`config.mk`:
```
export PLATFORM = sky130hd
export DESIGN_NAME = gsp_ctrl
export DESIGN_NICKNAME = d
export VERILOG_FILES = /design/src/rtl/core/gsp_pkg.sv /design/src/rtl/core/gsp_ctrl.sv
export SDC_FILE = /design/constraint.sdc
export NUM_CORES = 1
export LEC_CHECK = 0
export BUFFER_PORTS_ARGS = -buffer_cell sky130_fd_sc_hd__buf_2
export CORE_MARGIN = 3
export CORE_UTILIZATION = 45
export DETAILED_ROUTE_END_ITERATION = 10
export PLACE_DENSITY = 0.79
export SLEW_MARGIN = 5
export SYNTH_ARGS = -nofsm -noshare
export SYNTH_HDL_FRONTEND = slang
export SYNTH_SLANG_ARGS = --single-unit
```
`constraint.sdc`:
```
create_clock -name clk -period 1.8 [get_ports clk]
set_input_delay 0.27 -clock clk [delete_from_list [all_inputs] [get_ports clk]]
set_output_delay 0.27 -clock clk [all_outputs]
set_load 0.05 [all_outputs]
```
`src/rtl/core/gsp_pkg.sv`:
```
// Shared types and constants for the grid shortest-path search block.
// No dependencies; compiled first.
`timescale 1ns / 1ps
`default_nettype none
package gsp_pkg;
	localparam int MAX_SIDE  = 64;
	localparam int SIDE_W    = $clog2(MAX_SIDE);
	localparam int CELLS     = MAX_SIDE * MAX_SIDE;
	localparam int CELL_AW   = $clog2(CELLS);
	localparam int LEN_W     = 12;
	localparam int IDX_W     = 12;
	localparam int CFG_W     = 7;
	localparam int CFG_IDX_W = 2;

	localparam logic [CFG_IDX_W-1:0] CFG_GRID_WIDTH  = 2'd0;
	localparam logic [CFG_IDX_W-1:0] CFG_GRID_HEIGHT = 2'd1;

	typedef enum logic [1:0] {
		REQ_LOAD = 2'd0,
		REQ_PLAN = 2'd1,
		REQ_READ = 2'd2,
		REQ_NOP  = 2'd3
	} req_type_t;

	typedef enum logic [1:0] {
		STS_OK       = 2'd0,
		STS_NO_PATH  = 2'd1,
		STS_OFF_GRID = 2'd2,
		STS_BEYOND   = 2'd3
	} status_t;

	typedef enum logic [3:0] {
		S_CLEAR, S_IDLE, S_RD_WAIT, S_PLAN_CHK, S_VIS_CLR, S_INIT, S_POP, S_POP_WAIT,
		S_NBR, S_NBR_CHK, S_CNT, S_CNT_WAIT, S_FILL, S_FILL_WAIT
	} state_t;

	typedef struct packed {
		logic [1:0]        req_type;
		logic [SIDE_W-1:0] cell_x;
		logic [SIDE_W-1:0] cell_y;
		logic              cell_free;
		logic [SIDE_W-1:0] start_x;
		logic [SIDE_W-1:0] start_y;
		logic [SIDE_W-1:0] goal_x;
		logic [SIDE_W-1:0] goal_y;
		logic [IDX_W-1:0]  step_index;
	} req_t;

	typedef struct packed {
		logic    clr_wr;
		logic    clr_free;
		logic    accept;
		logic    accept_plan;
		logic    load_wr;
		logic    out_load;
		logic    out_read;
		status_t out_code;
		logic    set_count;
		logic    init_start;
		logic    pop_issue;
		logic    pop_take;
		logic    nbr_mark;
		logic    d_inc;
		logic    tr_init;
		logic    cnt_step;
		logic    fill_init;
		logic    fill_step;
	} cmd_t;

	typedef struct packed {
		logic out_busy;
		logic clr_last;
		logic start_off;
		logic goal_off;
		logic head_lt_tail;
		logic cur_is_goal;
		logic cur_is_start;
		logic nbr_ok;
		logic d_last;
		logic k_zero;
	} sts_t;
endpackage
`default_nettype wire

```
`src/rtl/core/gsp_ctrl.sv`:
```
// Sequencer for map load, path read and the breadth-first plan.
// Depends on gsp_pkg; drives gsp_dp through cmd_t, watches sts_t.
`timescale 1ns / 1ps
`default_nettype none
module gsp_ctrl (
	input  wire logic          clk,
	input  wire logic          arst_n,
	input  wire logic          req_valid,
	input  wire logic [1:0]    req_type,
	output logic               req_ready,
	input  wire gsp_pkg::sts_t sts,
	output gsp_pkg::cmd_t      cmd
);
	import gsp_pkg::*;

	state_t state_q, state_nx;
	logic   acc;

	assign req_ready = (state_q == S_IDLE) && !sts.out_busy;
	assign acc       = req_valid && req_ready;

	always_ff @(posedge clk or negedge arst_n) begin
		if (!arst_n) begin
			state_q <= S_CLEAR;
		end else begin
			state_q <= state_nx;
		end
	end

	always_comb begin
		state_nx = state_q;
		unique case (state_q)
			S_CLEAR:     if (sts.clr_last) state_nx = S_IDLE;
			S_IDLE: begin
				if (acc) begin
					if (req_type == REQ_READ) state_nx = S_RD_WAIT;
					else if (req_type == REQ_PLAN) state_nx = S_PLAN_CHK;
				end
			end
			S_RD_WAIT:   state_nx = S_IDLE;
			S_PLAN_CHK:  state_nx = (sts.start_off || sts.goal_off) ? S_IDLE : S_VIS_CLR;
			S_VIS_CLR:   if (sts.clr_last) state_nx = S_INIT;
			S_INIT:      state_nx = S_POP;
			S_POP:       state_nx = sts.head_lt_tail ? S_POP_WAIT : S_IDLE;
			S_POP_WAIT:  state_nx = S_NBR;
			S_NBR: begin
				if (sts.cur_is_goal) state_nx = S_CNT;
				else if (sts.nbr_ok) state_nx = S_NBR_CHK;
				else if (sts.d_last) state_nx = S_POP;
			end
			S_NBR_CHK:   state_nx = sts.d_last ? S_POP : S_NBR;
			S_CNT:       state_nx = sts.cur_is_start ? S_FILL : S_CNT_WAIT;
			S_CNT_WAIT:  state_nx = S_CNT;
			S_FILL:      state_nx = sts.k_zero ? S_IDLE : S_FILL_WAIT;
			S_FILL_WAIT: state_nx = S_FILL;
			default:     state_nx = S_IDLE;
		endcase
	end

	always_comb begin
		cmd = '0;
		cmd.out_code = STS_OK;
		unique case (state_q)
			S_CLEAR: begin
				cmd.clr_wr   = 1'b1;
				cmd.clr_free = 1'b1;
			end
			S_IDLE: begin
				if (acc) begin
					cmd.accept = 1'b1;
					unique case (req_type)
						REQ_LOAD: begin
							cmd.load_wr  = 1'b1;
							cmd.out_load = 1'b1;
						end
						REQ_PLAN: cmd.accept_plan = 1'b1;
						REQ_READ: ;
						default:  cmd.out_load = 1'b1;
					endcase
				end
			end
			S_RD_WAIT: begin
				cmd.out_load = 1'b1;
				cmd.out_read = 1'b1;
			end
			S_PLAN_CHK: begin
				if (sts.start_off) begin
					cmd.out_load = 1'b1;
					cmd.out_code = STS_OFF_GRID;
				end else if (sts.goal_off) begin
					cmd.out_load = 1'b1;
					cmd.out_code = STS_NO_PATH;
				end
			end
			S_VIS_CLR:  cmd.clr_wr = 1'b1;
			S_INIT:     cmd.init_start = 1'b1;
			S_POP: begin
				if (sts.head_lt_tail) begin
					cmd.pop_issue = 1'b1;
				end else begin
					cmd.out_load = 1'b1;
					cmd.out_code = STS_NO_PATH;
				end
			end
			S_POP_WAIT: cmd.pop_take = 1'b1;
			S_NBR: begin
				if (sts.cur_is_goal) cmd.tr_init = 1'b1;
				else if (!sts.nbr_ok && !sts.d_last) cmd.d_inc = 1'b1;
			end
			S_NBR_CHK: begin
				cmd.nbr_mark = 1'b1;
				cmd.d_inc    = !sts.d_last;
			end
			S_CNT:       if (sts.cur_is_start) cmd.fill_init = 1'b1;
			S_CNT_WAIT:  cmd.cnt_step = 1'b1;
			S_FILL: begin
				if (sts.k_zero) begin
					cmd.out_load  = 1'b1;
					cmd.set_count = 1'b1;
				end
			end
			S_FILL_WAIT: cmd.fill_step = 1'b1;
			default: ;
		endcase
	end
endmodule
`default_nettype wire

```
==> results.sh <==
export IMPL_outcome="finished with violations"
export IMPL_violations="setup timing"
export IMPL_drc_errors=0
export IMPL_cts_buffer_depth=2
export IMPL_clock_latency_ns=0.23
export IMPL_synth_top_family_by_area="simple AND/OR/NAND/NOR gates"
export IMPL_synthXorXnorAreaFrac_pct=1.237
export IMPL_synthAdderAreaFrac_pct=5.300
export IMPL_synth_edff_count=0
export IMPL_cts_buffers=3
export IMPL_peakVddDrop_uv=1010
export IMPL_synth_distinct_cells=40
export IMPL_hold_slack_ns=0.3793
export IMPL_die_w_um=45.67
export IMPL_power_leakage_uw=0.0005319
export IMPL_slew_headroom_pct=77.45
export IMPL_synthCells=100
export IMPL_startpoint_type="flop"
export IMPL_drtIter0Drc=31
export IMPL_clkTransAtPathRegs_ns=0.04
export IMPL_grt_met3_usage_pct=4.743
export IMPL_grt_max_degree=19
export IMPL_drtPass1Iterations=4
export IMPL_via_per_inst=5.843
export IMPL_setup_viol=4
export IMPL_path_max_fanout=4
export IMPL_die_h_um=45.67
export IMPL_rows=13
export IMPL_regMostFlops="state_q"
export IMPL_initial_utilization_pct=51.22
export IMPL_syn_nets=118
export IMPL_ys_ff_latch=4
export IMPL_syn_area_um2=708.2
export IMPL_crit_chain="or2b_4 -> nor4_4 -> a32oi_2 -> o31ai_4 -> buf_6"
export IMPL_clock_sinks=4
export IMPL_largest_reg_flops=4
export IMPL_finalClockSkew_ns=0.003190
export IMPL_drive_above_1_share_pct=49.31
export IMPL_area_delta_synth_final_pct=56.89
export IMPL_tightestPinTransition_ns=0.3358
export IMPL_route_detailed_wl_per_inst_um=14.55
export IMPL_r2r_setup_slack_ns=0.07
export IMPL_antenna_found_initial=0
export IMPL_rsz0062_at_grt="yes"
export IMPL_worst_slack_ns=-0.08305
export IMPL_rr_worst_depth=6
export IMPL_required_ns=1.53
export IMPL_grt_pass1_wl_um=3774
export IMPL_critPathTopFamily="simple AND/OR/NAND/NOR gates"
export IMPL_maxCapViolCount=0
export IMPL_period_share_pct=104.6
export IMPL_final_antenna_net_count=0
export IMPL_synthMuxAreaShare_pct=0
export IMPL_io_pins=35
export IMPL_clock_tree_root_cell="clkbuf_4"
export IMPL_dp_cells=149
export IMPL_gr_usage_met1_pct=28.27
export IMPL_grtUsageTotal_pct=23.97
export IMPL_vias=929
export IMPL_yosys_area_share_simple_pct=45.23
export IMPL_fin_crit_ns=1.883
export IMPL_htree_levels=1
export IMPL_synth_compound_area_share_pct=23.85
export IMPL_mostFrequentLayoutCells="22 x buf_2, 18 x buf_4, 11 x nor2_1, 7 x a21oi_1, 7 x clkbuf_4"
export IMPL_top_regs="state_q: 4 flops"
export IMPL_async_flop_share_pct=100.0
export IMPL_ys_flop_type="dfrtp_1"
export IMPL_overflow=0
export IMPL_crit_path_end_kind="output port"
export IMPL_fmax_mhz=531.1
export IMPL_ys_seq_area_share_pct=14.13
export IMPL_crit_slowest_cell="dfrtp_1"
export IMPL_dp_hpwl_um=1789
export IMPL_powerDensity_mw_per_mm2=1425
export IMPL_top_usage_layer="met2"
export IMPL_synth_area_per_cell_um2=7.082
export IMPL_grt_pass1_vias=886
export IMPL_hold_viol=0
export IMPL_grtUsageMet2_pct=41.78
export IMPL_cp_data_arrival_time_ns=1.61
export IMPL_ys_warn_count=0
export IMPL_worst_path_buf_inv=1
export IMPL_antenna_cells=0
export IMPL_final_cells=159
export IMPL_final_common_cell="buf_2"
export IMPL_drt_total_wl_um=2314
export IMPL_core_mm2=0.001383
export IMPL_path_class="reg2out"
export IMPL_cts_tree="done"
export IMPL_min_path_type="in2async"
export IMPL_port_buffers=34
export IMPL_final_nets=164
export IMPL_routabilityCongestion=0.8496
export IMPL_crit_cells=5
export IMPL_dieArea_mm2=0.002086
export IMPL_critPathMaxStageDelay_ns=0.36
export IMPL_total_power_uw=1584
export IMPL_maxSlewViolCount=0
export IMPL_final_core_util_pct=80.36
==> metal layers <==
layer | vias to the layer above | routed length [µm]
li1 | 451 | -
met1 | 414 | 945
met2 | 54 | 1102
met3 | 10 | 187
met4 | 0 | 79
met5 | - | 0
==> final timing paths <==
check                                        from                      to
setup / recovery           state_q[0]$_DFFE_PN0P_                 cmd[13]
hold / removal                             arst_n  state_q[2]$_DFFE_PN0P_
setup reg to reg           state_q[3]$_DFFE_PN0P_  state_q[0]$_DFFE_PN0P_
hold reg to reg            state_q[2]$_DFFE_PN0P_  state_q[2]$_DFFE_PN0P_
max in group asynchronous                  arst_n  state_q[3]$_DFFE_PN0P_
min in group clk                           sts[1]  state_q[3]$_DFFE_PN0P_
==> stage by stage <==
| step | cell area, µm² | setup slack [ns] | setup TNS, ns |
|---|---|---|---|
| after global routing | 1111 | -0.1288 | -0.4263 |
| after global placement | 958.4 | 0.08324 | 0 |
| after floorplan | 763.2 | -0.3621 | -1.524 |
| after detailed placement | 958.4 | -0.001726 | -0.001726 |
| after CTS | 1066 | -0.07025 | -0.09993 |
| final | 1111 | -0.08305 | -0.1528 |
==> kinds of logic (layout without fill, tap and decap cells) <==
family / Yosys count / after routing
xor gates and xnor gates: 1 / 1
and+or+nand+nor: 54 / 54
DFF: 4 / 4
AOI/OAI and AO/OA: 25 / 25
buffers and inverters: 13 / 57
adders and majority gates: 3 / 3
==> layout make-up <==
type	instances	area (µm²)
Clock buffer	3	22.52
Fill cell	105	271.5
Inverter	5	18.77
Multi-Input combinational cell	83	610.6
Sequential cell	4	102.6
Tap cell	15	18.77
Timing Repair Buffer	49	337.8
==> report_power, final <==
part / internal [µW] / total, µW / switching, µW
clock network: 74.2 / 105 / 30.9
registers: 128 / 162 / 34.2
logic: 492 / 1320 / 824
==> cells in the mapped netlist, drive strengths merged, types with 3 or more instances <==
master	count	area, µm²
o21ai	3	15.01
and2	4	25.02
ha	3	37.54
nor2	15	56.30
and3	3	18.77
nand2	6	22.52
a32oi	3	26.28
dfrtp	4	100.1
nor4	4	40.04
nand2b	4	25.02
inv	5	18.77
buf	7	50.05
nor2b	4	25.02
a21oi	7	35.03
==> what timing repair did <==
item	4_1_cts	5_1_grt
setup endpoints to repair	12	15
endpoints found under the hold margin	4	0
gates resized for setup	14	16
hold buffers	1	0
setup buffers	4	2
pin swaps	3	1
(Power assumes the default switching activity.)
